--- src/rtl/core/m68k_effective_address_unit_macros.svh ---
// ---------------------------------------------------------------------------
// m68k effective address unit assertion macros
// Shared assertion wrappers for the effective address unit RTL.
// ---------------------------------------------------------------------------
`ifndef M68K_EFFECTIVE_ADDRESS_UNIT_MACROS_SVH
`define M68K_EFFECTIVE_ADDRESS_UNIT_MACROS_SVH

// Clocked check, disabled while reset is asserted
`define M68K_ASSERT(lbl, clk, rstn, prop, msg) \
  lbl: assert property (@(posedge clk) disable iff (!rstn) prop) else $error(msg);

// Clocked check that also holds during reset
`define M68K_ASSERT_ALWAYS(lbl, clk, prop, msg) \
  lbl: assert property (@(posedge clk) prop) else $error(msg);

`endif

--- src/rtl/core/m68k_ea_pkg.sv ---
// ---------------------------------------------------------------------------
// m68k_ea_pkg
// Types, codes and helpers shared by the effective address unit.
// ---------------------------------------------------------------------------
`timescale 1ns / 1ps

package m68k_ea_pkg;

  // Input word kinds (carried on tuser)
  localparam logic OP_COMPUTE = 1'b0;
  localparam logic OP_DATA    = 1'b1;

  // Addressing modes
  localparam logic [2:0] MODE_IND     = 3'd2;
  localparam logic [2:0] MODE_POSTINC = 3'd3;
  localparam logic [2:0] MODE_PREDEC  = 3'd4;
  localparam logic [2:0] MODE_DISP    = 3'd5;
  localparam logic [2:0] MODE_INDEX   = 3'd6;
  localparam logic [2:0] MODE_EXT     = 3'd7;

  // Mode 7 sub-modes
  localparam logic [2:0] SUB_ABS_SHORT = 3'd0;
  localparam logic [2:0] SUB_ABS_LONG  = 3'd1;
  localparam logic [2:0] SUB_PC_DISP   = 3'd2;
  localparam logic [2:0] SUB_PC_INDEX  = 3'd3;

  // Operand sizes
  localparam logic [1:0] SIZE_BYTE = 2'd0;
  localparam logic [1:0] SIZE_WORD = 2'd1;

  // Displacement size codes in the full extension word
  localparam logic [1:0] DSZ_WORD = 2'd2;
  localparam logic [1:0] DSZ_LONG = 2'd3;

  localparam logic [2:0] SP_REG = 3'd7;

  // Configuration register map
  localparam int unsigned CfgAddrW  = 3;
  localparam logic        REG_CPU   = 1'b0;

  typedef enum logic [1:0] {
    KIND_FINAL   = 2'd0,
    KIND_READ    = 2'd1,
    KIND_INVALID = 2'd2
  } kind_e;

  typedef struct packed {
    logic        opcode;
    logic [2:0]  mode;
    logic [2:0]  reg_req;
    logic [1:0]  size;
    logic [31:0] an_value;
    logic [31:0] pc_value;
    logic [15:0] ext_word;
    logic [31:0] index_value;
    logic [31:0] base_disp_words;
    logic [31:0] outer_disp_words;
    logic [31:0] mem_data;
  } item_t;

  typedef struct packed {
    kind_e       result_kind;
    logic [31:0] address;
    logic        an_write_enable;
    logic [31:0] an_new_value;
    logic [3:0]  extra_cycles;
    logic        ext020_used;
    logic        full_format_030;
  } result_t;

  // Indirection state carried between words
  typedef struct packed {
    logic        pending;
    logic [31:0] post_index;
    logic [31:0] outer_disp;
  } ind_state_t;

  function automatic logic [31:0] sext16(logic [15:0] v);
    return {{16{v[15]}}, v};
  endfunction

  function automatic logic [31:0] sext8(logic [7:0] v);
    return {{24{v[7]}}, v};
  endfunction

endpackage

--- src/rtl/core/m68k_ea_calc.sv ---
// ---------------------------------------------------------------------------
// m68k_ea_calc
// Combinational address datapath: mode decode, index extension, An update
// and completion of memory-indirect forms.
// ---------------------------------------------------------------------------
`timescale 1ns / 1ps

module m68k_ea_calc (
  input  m68k_ea_pkg::item_t      item_i,
  input  logic                    is030_i,
  input  m68k_ea_pkg::ind_state_t st_i,
  output m68k_ea_pkg::result_t    res_o,
  output m68k_ea_pkg::ind_state_t st_o
);

  logic [31:0] base;
  logic [15:0] ext;
  logic [1:0]  scale;
  logic        full;
  logic        base_sup;
  logic        idx_sup;
  logic [1:0]  bdsz;
  logic [2:0]  iis;
  logic        post;
  logic        e020;
  logic [31:0] idx_ext;
  logic [31:0] idx_sc;
  logic [31:0] idx_s;
  logic [31:0] base_s;
  logic [31:0] bd;
  logic [31:0] od;
  logic [31:0] brief_addr;
  logic [31:0] inner_sum;
  logic [3:0]  bd_extra;
  logic [3:0]  full_extra;
  logic [31:0] step;
  logic [31:0] sd16;

  // Index extension fields
  assign ext      = item_i.ext_word;
  assign base     = (item_i.mode == m68k_ea_pkg::MODE_INDEX) ? item_i.an_value
                                                              : item_i.pc_value;
  assign scale    = ext[10:9];
  assign full     = ext[8];
  assign base_sup = ext[7];
  assign idx_sup  = ext[6];
  assign bdsz     = ext[5:4];
  assign iis      = ext[2:0];
  assign post     = iis[2];
  assign e020     = full | (scale != 2'd0);
  assign sd16     = m68k_ea_pkg::sext16(ext);

  // Scaled index, word index sign-extended
  assign idx_ext = ext[11] ? item_i.index_value
                           : m68k_ea_pkg::sext16(item_i.index_value[15:0]);
  assign idx_sc  = idx_ext << scale;
  assign idx_s   = idx_sup ? 32'd0 : idx_sc;
  assign base_s  = base_sup ? 32'd0 : base;

  // Base and outer displacements; null and reserved sizes give zero
  always_comb begin
    unique case (bdsz)
      m68k_ea_pkg::DSZ_WORD: bd = m68k_ea_pkg::sext16(item_i.base_disp_words[15:0]);
      m68k_ea_pkg::DSZ_LONG: bd = item_i.base_disp_words;
      default:               bd = 32'd0;
    endcase
    unique case (iis[1:0])
      m68k_ea_pkg::DSZ_WORD: od = m68k_ea_pkg::sext16(item_i.outer_disp_words[15:0]);
      m68k_ea_pkg::DSZ_LONG: od = item_i.outer_disp_words;
      default:               od = 32'd0;
    endcase
  end

  assign brief_addr = base + m68k_ea_pkg::sext8(ext[7:0]) + idx_sc;
  // post-indexed forms leave the index out of the intermediate address
  assign inner_sum  = base_s + bd + (post ? 32'd0 : idx_s);

  // Extra clock charge for the full format
  assign bd_extra   = (bdsz == m68k_ea_pkg::DSZ_LONG) ? 4'd6 :
                      ((bdsz == m68k_ea_pkg::DSZ_WORD) && base_sup) ? 4'd2 : 4'd0;
  assign full_extra = (is030_i ? 4'd0 : 4'd2)
                    + ((iis != 3'd0) ? 4'd4 : 4'd0)
                    + (is030_i ? bd_extra : 4'd0)
                    + ((is030_i && (iis != 3'd0) && iis[1]) ? 4'd2 : 4'd0);

  // Postincrement / predecrement step; byte on A7 keeps the stack even
  always_comb begin
    if (item_i.size == m68k_ea_pkg::SIZE_BYTE) begin
      step = (item_i.reg_req == m68k_ea_pkg::SP_REG) ? 32'd2 : 32'd1;
    end else if (item_i.size == m68k_ea_pkg::SIZE_WORD) begin
      step = 32'd2;
    end else begin
      step = 32'd4;
    end
  end

  // Result and next indirection state
  always_comb begin
    res_o.result_kind     = m68k_ea_pkg::KIND_INVALID;
    res_o.address         = 32'd0;
    res_o.an_write_enable = 1'b0;
    res_o.an_new_value    = 32'd0;
    res_o.extra_cycles    = 4'd0;
    res_o.ext020_used     = 1'b0;
    res_o.full_format_030 = 1'b0;
    st_o.pending          = 1'b0;
    st_o.post_index       = st_i.post_index;
    st_o.outer_disp       = st_i.outer_disp;

    if (item_i.opcode == m68k_ea_pkg::OP_DATA) begin
      if (st_i.pending) begin
        res_o.result_kind = m68k_ea_pkg::KIND_FINAL;
        res_o.address     = item_i.mem_data + st_i.post_index + st_i.outer_disp;
      end
    end else begin
      unique case (item_i.mode)
        m68k_ea_pkg::MODE_IND: begin
          res_o.result_kind = m68k_ea_pkg::KIND_FINAL;
          res_o.address     = item_i.an_value;
        end
        m68k_ea_pkg::MODE_POSTINC: begin
          res_o.result_kind     = m68k_ea_pkg::KIND_FINAL;
          res_o.address         = item_i.an_value;
          res_o.an_write_enable = 1'b1;
          res_o.an_new_value    = item_i.an_value + step;
        end
        m68k_ea_pkg::MODE_PREDEC: begin
          res_o.result_kind     = m68k_ea_pkg::KIND_FINAL;
          res_o.address         = item_i.an_value - step;
          res_o.an_write_enable = 1'b1;
          res_o.an_new_value    = item_i.an_value - step;
        end
        m68k_ea_pkg::MODE_DISP: begin
          res_o.result_kind = m68k_ea_pkg::KIND_FINAL;
          res_o.address     = item_i.an_value + sd16;
        end
        m68k_ea_pkg::MODE_INDEX, m68k_ea_pkg::MODE_EXT: begin
          if ((item_i.mode == m68k_ea_pkg::MODE_INDEX) ||
              (item_i.reg_req == m68k_ea_pkg::SUB_PC_INDEX)) begin
            res_o.ext020_used = e020;
            if (!full) begin
              res_o.result_kind = m68k_ea_pkg::KIND_FINAL;
              res_o.address     = brief_addr;
            end else begin
              res_o.address         = inner_sum;
              res_o.extra_cycles    = full_extra;
              res_o.full_format_030 = is030_i;
              if (iis == 3'd0) begin
                res_o.result_kind = m68k_ea_pkg::KIND_FINAL;
              end else begin
                res_o.result_kind = m68k_ea_pkg::KIND_READ;
                st_o.pending      = 1'b1;
                st_o.post_index   = post ? idx_s : 32'd0;
                st_o.outer_disp   = od;
              end
            end
          end else if (item_i.reg_req == m68k_ea_pkg::SUB_ABS_SHORT) begin
            res_o.result_kind = m68k_ea_pkg::KIND_FINAL;
            res_o.address     = sd16;
          end else if (item_i.reg_req == m68k_ea_pkg::SUB_ABS_LONG) begin
            res_o.result_kind = m68k_ea_pkg::KIND_FINAL;
            res_o.address     = item_i.base_disp_words;
          end else if (item_i.reg_req == m68k_ea_pkg::SUB_PC_DISP) begin
            res_o.result_kind = m68k_ea_pkg::KIND_FINAL;
            res_o.address     = item_i.pc_value + sd16;
          end
        end
        default: begin
          res_o.result_kind = m68k_ea_pkg::KIND_INVALID;
        end
      endcase
    end
  end

endmodule

--- src/rtl/core/m68k_effective_address_unit.sv ---
// Effective address unit: takes one word per clock and returns exactly one
// result word per input word, in order. Each result passes through the input
// register, then the result register, before it is offered. Throughput is
// one word per clock as long as the result side takes words; the result
// register is the only point of back-pressure. A memory-indirect form returns
// a read request; the data word that follows (tuser = 1) is combined with the
// held post-index and outer displacement, and any other compute word in
// between drops the pending indirection.
// ---------------------------------------------------------------------------
// m68k_effective_address_unit
// 68020-class effective address generator, modes 2 through 7.3, with an
// APB-style timing select register.
// ---------------------------------------------------------------------------
`timescale 1ns / 1ps

`include "m68k_effective_address_unit_macros.svh"

module m68k_effective_address_unit (
  input  logic                             clk_i,
  input  logic                             rst_ni,
  // input stream
  input  logic                             s_tvalid,
  output logic                             s_tready,
  // mode[2:0] reg_req[5:3] size[7:6] an_value[39:8] pc_value[71:40]
  // ext_word[87:72] index_value[119:88] base_disp_words[151:120]
  // outer_disp_words[183:152] mem_data[215:184]
  input  logic [215:0]                     s_tdata,
  // opcode[0]
  input  logic                             s_tuser,
  // result stream
  output logic                             m_tvalid,
  input  logic                             m_tready,
  // address[31:0] an_write_enable[32] an_new_value[64:33] extra_cycles[68:65]
  // ext020_used[69] full_format_030[70] zero[71]
  output logic [71:0]                      m_tdata,
  // result_kind[1:0]
  output logic [1:0]                       m_tuser,
  // configuration
  input  logic                             psel,
  input  logic                             penable,
  input  logic                             pwrite,
  input  logic [m68k_ea_pkg::CfgAddrW-1:0] paddr,
  input  logic [31:0]                      pwdata,
  output logic [31:0]                      prdata,
  output logic                             pready
);

  logic                    cpu030_q;
  logic                    in_valid_q;
  m68k_ea_pkg::item_t      in_q;
  logic                    out_valid_q;
  m68k_ea_pkg::result_t    out_q;
  m68k_ea_pkg::result_t    res_d;
  m68k_ea_pkg::ind_state_t st_q;
  m68k_ea_pkg::ind_state_t st_d;
  m68k_ea_pkg::item_t      in_d;
  logic                    advance;
  logic                    retire;
  logic                    cfg_wr;

  // Configuration register
  assign pready = 1'b1;
  assign cfg_wr = psel & penable & pwrite & pready &
                  (paddr[m68k_ea_pkg::CfgAddrW-1] == m68k_ea_pkg::REG_CPU);
  assign prdata = (paddr[m68k_ea_pkg::CfgAddrW-1] == m68k_ea_pkg::REG_CPU)
                  ? {31'd0, cpu030_q} : 32'd0;

  always_ff @(posedge clk_i or negedge rst_ni) begin
    if (!rst_ni) begin
      cpu030_q <= 1'b0;
    end else if (cfg_wr) begin
      cpu030_q <= pwdata[0];
    end
  end

  // Unpack the input word
  assign in_d.opcode           = s_tuser;
  assign in_d.mode             = s_tdata[2:0];
  assign in_d.reg_req          = s_tdata[5:3];
  assign in_d.size             = s_tdata[7:6];
  assign in_d.an_value         = s_tdata[39:8];
  assign in_d.pc_value         = s_tdata[71:40];
  assign in_d.ext_word         = s_tdata[87:72];
  assign in_d.index_value      = s_tdata[119:88];
  assign in_d.base_disp_words  = s_tdata[151:120];
  assign in_d.outer_disp_words = s_tdata[183:152];
  assign in_d.mem_data         = s_tdata[215:184];

  // Pipeline flow: result register frees or drains, input stage follows
  assign advance  = !out_valid_q || m_tready;
  assign retire   = in_valid_q && advance;
  assign s_tready = !in_valid_q || advance;

  // Input register
  always_ff @(posedge clk_i or negedge rst_ni) begin
    if (!rst_ni) begin
      in_valid_q <= 1'b0;
    end else if (s_tready) begin
      in_valid_q <= s_tvalid;
    end
  end

  always_ff @(posedge clk_i) begin
    if (s_tready && s_tvalid) begin
      in_q <= in_d;
    end
  end

  m68k_ea_calc u_calc (
    .item_i  (in_q),
    .is030_i (cpu030_q),
    .st_i    (st_q),
    .res_o   (res_d),
    .st_o    (st_d)
  );

  // Indirection state updates as each word retires
  always_ff @(posedge clk_i or negedge rst_ni) begin
    if (!rst_ni) begin
      st_q <= '0;
    end else if (retire) begin
      st_q <= st_d;
    end
  end

  // Result register
  always_ff @(posedge clk_i or negedge rst_ni) begin
    if (!rst_ni) begin
      out_valid_q <= 1'b0;
    end else if (advance) begin
      out_valid_q <= in_valid_q;
    end
  end

  always_ff @(posedge clk_i) begin
    if (retire) begin
      out_q <= res_d;
    end
  end

  assign m_tvalid = out_valid_q;
  assign m_tuser  = out_q.result_kind;
  assign m_tdata  = {1'b0, out_q.full_format_030, out_q.ext020_used,
                     out_q.extra_cycles, out_q.an_new_value,
                     out_q.an_write_enable, out_q.address};

  // Checks
  `M68K_ASSERT(a_read_sets_pending, clk_i, rst_ni,
    retire && (res_d.result_kind == m68k_ea_pkg::KIND_READ) |=> st_q.pending,
    "read request retired without pending indirection")
  `M68K_ASSERT(a_invalid_zero, clk_i, rst_ni,
    m_tvalid && (m_tuser == m68k_ea_pkg::KIND_INVALID) |-> (m_tdata == 72'd0),
    "invalid result carries nonzero payload")
  `M68K_ASSERT(a_wb_final, clk_i, rst_ni,
    m_tvalid && m_tdata[32] |-> (m_tuser == m68k_ea_pkg::KIND_FINAL),
    "An write-back on a non-final result")
  `M68K_ASSERT(a_stall_cause, clk_i, rst_ni,
    !s_tready |-> (in_valid_q && out_valid_q && !m_tready),
    "input stalled without a full pipeline")

endmodule

--- config.mk ---
export PLATFORM = sky130hd
export DESIGN_NAME = m68k_effective_address_unit
export DESIGN_NICKNAME = d
export VERILOG_FILES = /design/src/rtl/core/m68k_ea_pkg.sv /design/src/rtl/core/m68k_ea_calc.sv /design/src/rtl/core/m68k_effective_address_unit.sv
export VERILOG_INCLUDE_DIRS = /design/src /design/src/rtl/core
export SDC_FILE = /design/constraint.sdc
export NUM_CORES = 1
export LEC_CHECK = 0
export BUFFER_PORTS_ARGS = -buffer_cell sky130_fd_sc_hd__buf_2
export CAP_MARGIN = 25
export CORE_MARGIN = 2
export CORE_UTILIZATION = 54
export CTS_BUF_LIST = sky130_fd_sc_hd__clkbuf_16
export DETAILED_ROUTE_END_ITERATION = 10
export GPL_ROUTABILITY_DRIVEN = 0
export GPL_TIMING_DRIVEN = 0
export PLACE_DENSITY = 0.78
export SYNTH_ARGS = -nofsm -noshare
export SYNTH_HDL_FRONTEND = slang
export SYNTH_SLANG_ARGS = --single-unit
--- constraint.sdc ---
create_clock -name clk_i -period 5.6 [get_ports clk_i]
set_input_delay 0.28 -clock clk_i [delete_from_list [all_inputs] [get_ports clk_i]]
set_output_delay 0.28 -clock clk_i [all_outputs]
set_load 0.005 [all_outputs]
==> flow_summary.json <==
{
  "pin_count": 368,
  "drive_gt1_frac": 0.149,
  "synth_area_um2": 27500,
  "via_per_inst": 6.29,
  "synth_edf_count": 289,
  "rows": 82,
  "drtIter0Drc": 3746,
  "finalWirelength_um": 98500,
  "grt_pass1_vias": 26000,
  "min_path_type": "input pin to flop",
  "dieArea_um2": 52700,
  "drc_errors": 0,
  "rsz0062_at_grt": "yes",
  "outcome": "complete, no violations",
  "ant_nets": 0,
  "cts_buffer_depth": 3,
  "post-place-ws_ns": -1.18,
  "drv_cap": 0,
  "wl_per_cell_um": 23.5,
  "synthArstFlopShare": 0.190,
  "clk_pin_slew_ns": 0.06,
  "cts_tree": "done",
  "crit_path_end_kind": "flop",
  "synth_xor_area_frac": 0.0465,
  "dp_hpwl_um": 74100,
  "insertion_delay_ns": 0.58,
  "ir_drop_v": 0.000294,
  "met3_length_um": 13000,
  "root_buffer": "clkbuf_16",
  "synth_cells": 2878,
  "fp.dieH_um": 230,
  "synth_fa_ha_area_frac": 0.147,
  "ctsHtreeMaxLevel": 2,
  "synthFlopType": "edfxtp_1",
  "vias": 26400,
  "crit_fanout": 10,
  "cts_sinks": 357,
  "grt_start_max_net_pins": 72,
  "core-area_um2": 50200,
  "initial_utilization": 0.548,
  "drv_slew": 0,
  "hold_viol": 0,
  "period_needed_ns": 5.51,
  "setup_viol": 0,
  "num-nets-final": 4005,
  "fin_skew_ns": 0.0366,
  "worstMarginPinSlew_ns": 1.19,
  "yosys_register_bits": 357,
  "top_layer": "met5",
  "yosys.area_share.simple": 0.144,
  "antenna_found_initial": 6,
  "worstSetupPathType": "flop to flop",
  "synthMuxAreaShare": 0.0303,
  "syn_avg_cell_area_um2": 9.55,
  "power_density_nw_per_um2": 266,
  "port-buffer-count": 300,
  "ys_seq_area_frac": 0.378,
  "synth_warnings": 0,
  "rr_startpoint": "in_q[211]$_DFFE_PP_",
  "grt_pass1_wl_um": 147000,
  "total_power_uw": 9030,
  "crit_required_ns": 5.90,
  "relSlewSlack": 0.187,
  "fin_crit_sh": 0.983,
  "crit_arrival_ns": 5.81,
  "final_core_util": 0.676,
  "setup_ws_ns": 0.0930,
  "p_leak_uw": 0.0148,
  "hp-start": "m_tready",
  "m1WireLength_um": 35600,
  "critPathLaunchType": "flop",
  "track_usage": 0.365,
  "chipWidth_um": 230,
  "synth_compound_area_frac": 0.204,
  "synth.distinct_cells": 86,
  "synth_top_family_by_area": "compound AO/OA/AOI/OAI gates",
  "holdWs_ns": 0.0204,
  "cts-buffers-inserted": 39,
  "overflow": 0,
  "dr.pass1.iters": 9,
  "met2_length_um": 43400,
  "area_growth_pct": 23.3,
  "startpoint": "in_q[211]$_DFFE_PP_",
  "fmax_mhz": 182
}
## final timing paths
check	endpoint	slack, ns	cells past startpoint
setup reg to reg	m_tdata[28]$_DFFE_PP_	0.09	19
max in group asynchronous	cpu030_q$_DFFE_PN0P_	4.63	2
min in group asynchronous	in_valid_q$_DFFE_PN0N_	0.37	2
hold / removal	m_tvalid$_DFFE_PN0P_	0.02	3
hold reg to reg	m_tvalid$_DFFE_PN0P_	0.51	1
setup / recovery	m_tdata[28]$_DFFE_PP_	0.09	19
## final cells by class
| cell class | count | area [µm²] |
|---|---|---|
| Fill cell | 3788 | 16300 |
| Sequential cell | 357 | 10400 |
| Antenna cell | 2 | 5.00 |
| Buffer | 179 | 867 |
| Clock inverter | 30 | 298 |
| Tap cell | 672 | 841 |
| Multi-Input combinational cell | 2218 | 16000 |
| Inverter | 154 | 582 |
| Timing Repair Buffer | 536 | 3960 |
| Clock buffer | 40 | 1000 |
## cell families (layout without fill, tap and decap cells)
group / after synthesis / count (layout)
xor gates and xnor gates: 146 / 146
muxes: 82 / 82
buffers and inverters: 335 / 939
AOI/OAI and AO/OA: 860 / 860
DFF: 357 / 357
and+or+nand+nor: 835 / 835
other: 2 / 36
adders and majority gates: 261 / 261
## synth_stat cells (19+ instances only)
cell type  number  area, µm²
nand2_1       328       1230
nor3_1         55        275
inv_1         152        571
nand4_1        26        163
o21a_1         23        173
or2_2          24        150
fa_1          102       2040
o21ai_0       175        876
edfxtp_1      289       8680
a21o_1         89        668
xor2_1         59        517
a22o_1         21        184
clkbuf_1      130        488
mux2i_1        72        721
buf_4          34        255
xnor2_1        87        762
o22ai_1        24        150
a31oi_1        35        219
ha_1          159       1990
a21oi_1       221       1110
nand2b_1       29        181
nand3_1        51        255
and2_1         31        194
and3_1         21        131
o211ai_1       41        308
a22oi_1        19        143
dfrtp_1        68       1700
nor2_1        183        687
a211oi_1       47        353
## stage by stage
step / instance area, µm² / setup TNS, ns / cells
after floorplan: 27600 / 0 / 2910
final: 33900 / 0 / 4188
after global routing: 33900 / -0.0184 / 4187
after global placement: 30000 / -18.69 / 3882
after CTS: 33800 / 0 / 4182
after detailed placement: 30100 / -19.39 / 3890
## registers in the layout, indices dropped and copies added, names as in the netlist
register	cells
m_tvalid	1
cpu030_q	1
m_tuser	2
in_q	217
st_q	65
m_tdata	70
in_valid_q	1
## report_power, final
part / switching [µW] / internal, µW / leakage (µW)
Combinational: 1940 / 1250 / 0.0104
Clock: 1100 / 1510 / 0.000644
Sequential: 152 / 3090 / 0.00374
## layout by cell type, fill, tap and decap left out, types with 17 or more instances in the layout
master           n
nor2b_1         17
a211oi_1        41
o21ai_0        171
a21oi_1        220
nand2b_1        28
a22oi_1         19
a31oi_1         35
conb_1          34
mux2i_1         68
clkbuf_1       111
nand4_1         26
nand3_1         51
buf_4           45
o31ai_1         18
xor2_1          59
dlygate4sd3_1  220
or2_2           24
nor3_1          54
o22ai_1         24
and3_1          21
and2_1          30
xnor2_1         87
a22o_1          21
clkbuf_16       40
fa_1           102
ha_1           159
nor2_1         180
buf_2          309
o211ai_1        41
nand2_1        327
a21o_1          89
inv_1          157
dfrtp_1         68
edfxtp_1       289
o21a_1          23
## per-layer routing
layer / global-route usage / up-vias
li1: - / 11700
met1: 0.449 / 12300
met2: 0.575 / 1946
met3: 0.111 / 452
met4: 0.203 / 8
met5: 0 / -
## worst max-delay path: stages, from the launching register on
cell and delay (ns):
edfxtp_1 0.43, clkbuf_1 0.20, clkbuf_2 0.26, buf_2 0.27, clkbuf_2 0.28, a311oi_2 0.44, ha_1 0.25, inv_1 0.06
fa_1 0.43, a21o_1 0.22, nor4_4 0.25, buf_4 0.21, nand4_1 0.26, nor3_2 0.33, xor2_1 0.21, a221oi_2 0.41
o211ai_1 0.18, a21oi_1 0.27, a311o_1 0.17, nand2_1 0.08
## what timing repair did
item / in CTS / in global routing
setup buffers: 3 / 4
gates resized for setup: 37 / 42
setup endpoints to repair: 28 / 21
hold buffers: 220 / 0
endpoints found under the hold margin: 287 / 0
pin swaps: 0 / 3
(Power assumes the default switching activity.)
